<file path="src/hdl/lwp_pkg.sv">
// Package for the latency window percentile unit.
// Holds field widths, reciprocal constants and the controller/datapath interface types.
// No dependencies.
package lwp_pkg;

  // Field widths
  localparam int LAT_W = 24;
  localparam int CNT_W = 11;
  localparam int COUNT_MAX = 2047;

  // ceil(n/20) = floor((n+19)/20) and ceil(n/100) = floor((n+99)/100), by reciprocal.
  // Both are exact for sums below 43690, well above any supported window.
  localparam int DIV_SHIFT = 19;
  localparam int ADD20 = 19;
  localparam int MUL20 = 26215;
  localparam int ADD100 = 99;
  localparam int MUL100 = 5243;
  localparam int MUL_W = 15;

  // Sorted-bank read address source
  typedef enum logic [1:0] {
    RSEL_SCAN = 2'd0,
    RSEL_P50  = 2'd1,
    RSEL_P95  = 2'd2,
    RSEL_P99  = 2'd3
  } rsel_t;

  // Commands from the controller
  typedef struct packed {
    logic  accept;
    logic  load;
    logic  merge;
    logic  fin;
    logic  div;
    logic  idx;
    logic  cap_med;
    logic  cap_p95;
    logic  push;
    rsel_t rsel;
  } cmd_t;

  // Status back to the controller
  typedef struct packed {
    logic merge_done;
    logic out_free;
  } stat_t;

endpackage

</file>
<file path="src/hdl/lwp_ctrl.sv">
// Controller for the latency window percentile unit.
// Sequences load, merge sweep, index math, percentile reads and result push.
// Depends on lwp_pkg.
module lwp_ctrl (
  input  logic           clk,
  input  logic           rst_n,
  input  logic           in_valid,
  output logic           in_stall,
  input  lwp_pkg::stat_t st,
  output lwp_pkg::cmd_t  cmd
);

  typedef enum logic [8:0] {
    S_IDLE  = 9'b000000001,
    S_LOAD  = 9'b000000010,
    S_MERGE = 9'b000000100,
    S_DIV   = 9'b000001000,
    S_IDX   = 9'b000010000,
    S_RD50  = 9'b000100000,
    S_RD95  = 9'b001000000,
    S_RD99  = 9'b010000000,
    S_PUSH  = 9'b100000000
  } state_t;

  state_t state_r, state_nxt;

  // Take a new word only when idle
  assign in_stall = (state_r != S_IDLE);

  // Next state and commands
  always_comb begin
    state_nxt = state_r;
    cmd = '0;
    cmd.rsel = lwp_pkg::RSEL_SCAN;
    unique case (state_r)
      S_IDLE: begin
        if (in_valid) begin
          cmd.accept = 1'b1;
          state_nxt = S_LOAD;
        end
      end
      S_LOAD: begin
        cmd.load = 1'b1;
        state_nxt = S_MERGE;
      end
      S_MERGE: begin
        cmd.merge = 1'b1;
        if (st.merge_done) begin
          cmd.fin = 1'b1;
          state_nxt = S_DIV;
        end
      end
      S_DIV: begin
        cmd.div = 1'b1;
        state_nxt = S_IDX;
      end
      S_IDX: begin
        cmd.idx = 1'b1;
        state_nxt = S_RD50;
      end
      S_RD50: begin
        cmd.rsel = lwp_pkg::RSEL_P50;
        state_nxt = S_RD95;
      end
      S_RD95: begin
        cmd.rsel = lwp_pkg::RSEL_P95;
        cmd.cap_med = 1'b1;
        state_nxt = S_RD99;
      end
      S_RD99: begin
        cmd.rsel = lwp_pkg::RSEL_P99;
        cmd.cap_p95 = 1'b1;
        state_nxt = S_PUSH;
      end
      S_PUSH: begin
        cmd.rsel = lwp_pkg::RSEL_P99;
        if (st.out_free) begin
          cmd.push = 1'b1;
          state_nxt = S_IDLE;
        end
      end
      default: state_nxt = S_IDLE;
    endcase
  end

  // State register
  always_ff @(posedge clk) begin
    if (!rst_n) begin
      state_r <= S_IDLE;
    end else begin
      state_r <= state_nxt;
    end
  end

endmodule

</file>
<file path="config.mk">
export PLATFORM = sky130hd
export DESIGN_NAME = lwp_ctrl
export DESIGN_NICKNAME = d
export VERILOG_FILES = /design/src/hdl/lwp_pkg.sv /design/src/hdl/lwp_ctrl.sv
export SDC_FILE = /design/constraint.sdc
export NUM_CORES = 1
export LEC_CHECK = 0
export ABC_AREA = 1
export BUFFER_PORTS_ARGS = -buffer_cell sky130_fd_sc_hd__buf_2
export CAP_MARGIN = 0
export CORE_ASPECT_RATIO = 1.1
export CORE_MARGIN = 1.5
export CORE_UTILIZATION = 35
export DETAILED_ROUTE_END_ITERATION = 7
export MAX_ROUTING_LAYER = met4
export PLACE_DENSITY = 0.56
export SYNTH_ARGS = -nofsm -noshare
export SYNTH_HDL_FRONTEND = slang
export SYNTH_SLANG_ARGS = --single-unit
export TNS_END_PERCENT = 10
</file>
<file path="constraint.sdc">
create_clock -name clk -period 1.4 [get_ports clk]
set_clock_uncertainty 0.05 [all_clocks]
set_input_delay 0.21 -clock clk [delete_from_list [all_inputs] [get_ports clk]]
set_output_delay 0.21 -clock clk [all_outputs]
set_load 0.02 [all_outputs]
</file>
* After elaboration in Yosys (flattened, before gate mapping)
Index checks and enable logic that the tools add are counted.
** Storage, ports and cells
- Word-level logic and storage cells :: 32
- Register bits :: 9
- Output and inout port bits :: 12
** Cells by class
- Reduce and logical (&&, ||, !) cells :: 2
- Equality and inequality tests :: 13
- Multiplexer cells :: 16
** Operators with widths (count)
- one-hot mux 9 bit (9 select lines) :: 1
- 2-to-1 mux 9 bit :: 3
- 2-to-1 mux 1 bit :: 10
- == test 9 x 1 -> 1 bit, second input constant :: 1
- == test 9 x 2 -> 1 bit, second input constant :: 1
- == test 9 x 3 -> 1 bit, second input constant :: 1
- == test 9 x 4 -> 1 bit, second input constant :: 1
- == test 9 x 5 -> 1 bit, second input constant :: 1
- == test 9 x 6 -> 1 bit, second input constant :: 1
- == test 9 x 7 -> 1 bit, second input constant :: 1
- == test 9 x 8 -> 1 bit, second input constant :: 1
- == test 9 bit, second input constant :: 1
- != test 9 x 1 -> 1 bit, second input constant :: 1
- != test 2 bit, second input constant :: 3
- one-hot mux 2 bit (3 select lines) :: 1
- AND reduction 3 bit :: 1
- 2-to-1 mux 2 bit :: 1
- OR reduction 2 bit :: 1

* Longest topological paths before layout
- Depth after elaboration :: 3
- Mapped depth :: 8
- Depth with buffers taken out :: 8

* Worst setup path after synthesis
No wires, ideal clock.
- Kind :: flip-flop to flip-flop
- Start point :: register state_r[2]
- End point :: register state_r[2]
- Cell stages (with the launch flop) :: 6
- Arrival time :: 1.472 ns
- Required time :: 1.285 ns
- Setup time :: 0.065 ns
- Path slack :: -0.187 ns
- Path buffers :: 0
- Period minus slack after synthesis :: 1.587 ns
- Path through :: dfxtp_1 nor2_1 inv_1 nor4_1 nor2_1 nor2_1
** Between the ends
- Cells in the longest elaborated chain, start to end :: 3
** RTL lines
- start, declared :: RTL line lwp_ctrl.sv:25 : state_t state_r, state_nxt;
- start signal, assigned :: RTL line lwp_ctrl.sv:91 : state_r <= state_nxt;
- == test 9 x 3 -> 1 bit, or another cell as far along :: RTL line lwp_ctrl.sv:35 : unique case (state_r)
- != test 2 bit (no line)
- AND reduction 3 bit (no line)
Several ways; a longest one is shown, not always the timed one.
A chain may end at the register's enable or synchronous reset.

==> summary.txt <==
Run status
  – Status: finished with violations
  – Violations in the final reports: setup timing

Worst setup path
  – Setup crit end kind: primary output
  – Cells along the critical path: nor2_4 > nand2_2 > buf_4 > nor4_4 > buf_4
  – Kind of critical path: reg -> out
  – Worst R2R Path Depth: 9
  – Library cell contributing the largest single delay on the critical path: dfxtp_2
  – Crit start category: register
  – Cell class contributing the biggest share of worst-path delay: simple AND/OR/NAND/NOR gates
  – Maximum fanout along the worst path: 4
  – Biggest cell delay along the critical path: approximately 0.34 ns
  – Reg2Reg Setup Slack: -0.01 ns
  – Most frequent cell on the critical path: buf_4
  – R2R Path Start: state_r[3]$_SDFFE_PN0P_
  – Data required, critical path: about 1.1 ns
  – Number of buffer and inverter instances along the worst setup path: 2
  – Critical path arrival: about 1.3 ns
  – Reg2Reg Capture Point: state_r[8]$_SDFFE_PN0P_

Pwr
  – Combinational fraction of design power: approximately 59%
  – Total design power: approximately 1.4 mW
  – Clk network pwr share: 14.9%
  – Power per unit of standard cell area: between 1000 and 1500 mW/mm^2
  – P_int: around 0.74 mW
  – Share of total power consumed by net switching: a little under half
  – Sequential power share: 26.6%
  – Worst vdd rail ir drop: 0.001129 V
  – Leak: ~0.53 nW
  – Switching power: 0.6508 mW

Yosys
  – Compound-cell area share of the yosys netlist: 0.9921%
  – Post-synthesis share of cell area spent on xor and xnor gates: 0%
  – Count of cell types in the netlist: 14
  – Adder-cell share of the synthesized area: 0%
  – Number of warnings reported in the yosys synthesis log: 0
  – Most common cell in the netlist: nand2_1
  – Net Count, Synth: ~120
  – Share of cell area taken by muxes after synthesis: 0%
  – Syn Inst Count: around 110
  – Portion of the post-synthesis area used by sequential elements: between 20 and 30%
  – Main combinational cell family by area after synthesis: simple AND/OR/NAND/NOR gates
  – Most used flip-flop cell after synthesis: dfxtp_1
  – Proportion of netlist area held by the largest area contributor: approximately 29%
  – Netlist area before placement: 630.6 um^2
  – Number of enable flip-flop cells after synthesis: 0
  – Synth area leader: dfxtp_1
  – Avg Inst Size Synth: 5.630 um^2
  – Flops & latches, synth: 9
  – Leading post-synthesis cells by cell area: dfxtp_1, nand2_1, inv_1
  – Simple-gate share of the synthesized area: a little under three fifths
  – Fraction of registers with async set or reset after synthesis: 0%
  – Top post-synthesis cells by count: nand2_1, inv_1, nor2_1

Cells and area
  – Registers with the most flip-flops: state_r x9
  – Flip-flop count of the largest register, all copies and words added: 9
  – Signed area change from the synthesized netlist to the final layout: 51.19%
  – Utilization after layout: slightly below 60%
  – Post-route cell area: 953.4 um^2
  – Layout net count: ~150
  – Proportion of layout cells with a drive suffix above 1: a little over two fifths
  – Biggest register: state_r
  – Antenna diode count: 0

Floorplan
  – Boundary pin count: 17
  – Core Region: approximately 0.0016 mm^2
  – Starting density of the core: between 30% and 40%
  – Site Rows: 15
  – Width of the die: ~43 um
  – Vert. Die Dim: around 48 um
  – Floorplan die area: around 0.0021 mm^2

Clocking
  – Root Buffer: clkbuf_4
  – Maximum clock insertion buffer count: 2
  – Clock slew at the register clock pins of the worst setup and hold paths: 0.06 ns
  – Skew-Pair Late Insertion Delay: 0.26 ns
  – CTS HTree Levels: 1
  – Number of buffers created by CTS: 3
  – Clock sinks: 9
  – CTS tree: built

Routing
  – Mean routed wirelength per cell: around 11 um
  – Wire length reported by the detailed router: about 1700 um
  – Detailed-routing iteration count for the pre-antenna-repair pass: 4
  – Drc violations: 0
  – Overall via count from detail_route: 755
  – Violation count after the first detailed-routing iteration: 9
  – Number of nets still failing antenna checks after routing: 0
  – Via density per instance: 4.778

STA
  – Setup repair after global routing missed its margin: yes
  – Slew Viols, Final: 0
  – Setup slack of the critical path after layout: -0.1774 ns
  – Transition at the pin with the smallest max-transition slack: around 0.23 ns
  – Fmax: approximately 630 MHz
  – Final Cycle Share: 112.7%
  – Final min period: ~1.6 ns
  – Slew Limit Headroom: a little over four fifths
  – Hold Fails Final Rpt: 0
  – Final setup violation count: 13

Placement
  – Final estimated routing congestion in global placement: slightly above 0.8
  – Cell area after placement: a little under 800 um^2
  – Buffers added on ports: 16
  – Final HPWL from detailed placement: 1292 um

Worst hold path
  – Kind of path behind the tightest hold check: in -> reg
  – Beginning of the worst hold path: rst_n
  – Endpoint of the worst hold-timing path: state_r[8]$_SDFFE_PN0P_
  – Cells on Worst Hold Path: 3

GRT
  – GRT Util Overall: 18.26%
  – Overflow left after global routing: 0
  – Maximum number of pins on one net before global-route repair: 9
  – Number of global-route vias before repair: about 660
  – Global-route wire length before repair: 2622 um
  – Number of antenna violations at the first check in global routing: 0

Job
  – Total of max-cap violations: 0
-- worst max-delay path by stage --
stage                     cells past startpoint      end               startpoint  slack [ns]
after floorplan                               5  cmd[10]  state_r[6]$_SDFFE_PN0P_       -0.05
after global placement                        6   cmd[0]  state_r[0]$_SDFFE_PN1P_       -0.09
after detailed placement                      6   cmd[1]  state_r[0]$_SDFFE_PN1P_        -0.1
after CTS                                     6   cmd[7]  state_r[7]$_SDFFE_PN0P_       -0.21
after global routing                          6   cmd[7]  state_r[5]$_SDFFE_PN0P_       -0.27
final                                         5   cmd[9]  state_r[7]$_SDFFE_PN0P_       -0.18
-- worst register-to-register path: stages (launching register included) --
cell	delay [ns]
dfxtp_2	0.34
nor2_4	0.14
nand2_4	0.09
nor2_4	0.17
nand2_2	0.10
buf_4	0.14
buf_4	0.12
nand4_1	0.09
nand2_1	0.05
nor2_1	0.07
-- kinds of logic after synthesis --
group	count (synthesis)
simple gates	78
flops	9
buf+inv	24
compound gates	1
-- power groups by stage --
stage | logic, mW | clock network, mW | registers, mW
after detailed placement | 0.612 | 0 | 0.343
final | 0.812 | 0.206 | 0.369
after floorplan | 0.445 | 0 | 0.332
after global routing | 0.896 | 0.224 | 0.375
after CTS | 0.698 | 0.206 | 0.353
after global placement | 0.614 | 0 | 0.343
-- layout make-up --
class	count	area [um^2]
clock buffer	4	26.28
fill	163	679.4
inverter	24	90.09
multi-input combinational	79	450.4
sequential	9	188.9
tap	17	21.27
timing repair buffer	25	176.4
-- placed cells by master, fill, tap and decap left out, types with 2 or more instances in the layout --
| master | synthesis | routed |
|---|---|---|
| inv_1 | 23 | 21 |
| nand2_2 | 1 | 6 |
| dfxtp_2 | 0 | 7 |
| nand2_1 | 28 | 22 |
| dfxtp_1 | 9 | 2 |
| nand3_1 | 12 | 12 |
| nor2_1 | 23 | 16 |
| buf_4 | 0 | 18 |
| nor3_1 | 6 | 6 |
| buf_2 | 0 | 6 |
| inv_2 | 1 | 3 |
| nand3_2 | 3 | 2 |
| nor2_2 | 2 | 3 |
| clkbuf_4 | 0 | 3 |
| nor2_4 | 1 | 7 |
-- per-layer routing --
layer / vias up / part of all wire [%] / track usage, %
met1: 338 / 44 / 19.32
li1: 402 / - / -
met5: - / 0 / -
met4: 0 / 2.2 / 9.091
met3: 4 / 2.3 / 3.396
met2: 11 / 52 / 33.13
-- metrics by stage --
step / setup TNS, ns / hold WS (ns) / std cells / worst slack, ns
finish: -1.755 / 0.1249 / 158 / -0.1774
global route: -3.183 / 0.1348 / 158 / -0.2716
CTS: -2.014 / 0.1235 / 155 / -0.2079
detailed placement: -0.3578 / 0.4097 / 151 / -0.09569
global placement: -0.3146 / 0.4075 / 151 / -0.08707
floorplan: -0.04872 / 0.2804 / 112 / -0.04872
-- repair_timing --
action	in CTS	in global routing
hold buffers	0	0
cloned	0	0
resized for setup	24	18
pin swaps	6	8
setup buffers	0	3
endpoints found under the setup margin	13	19
Note: power is estimated with default switching activity, not from simulation.
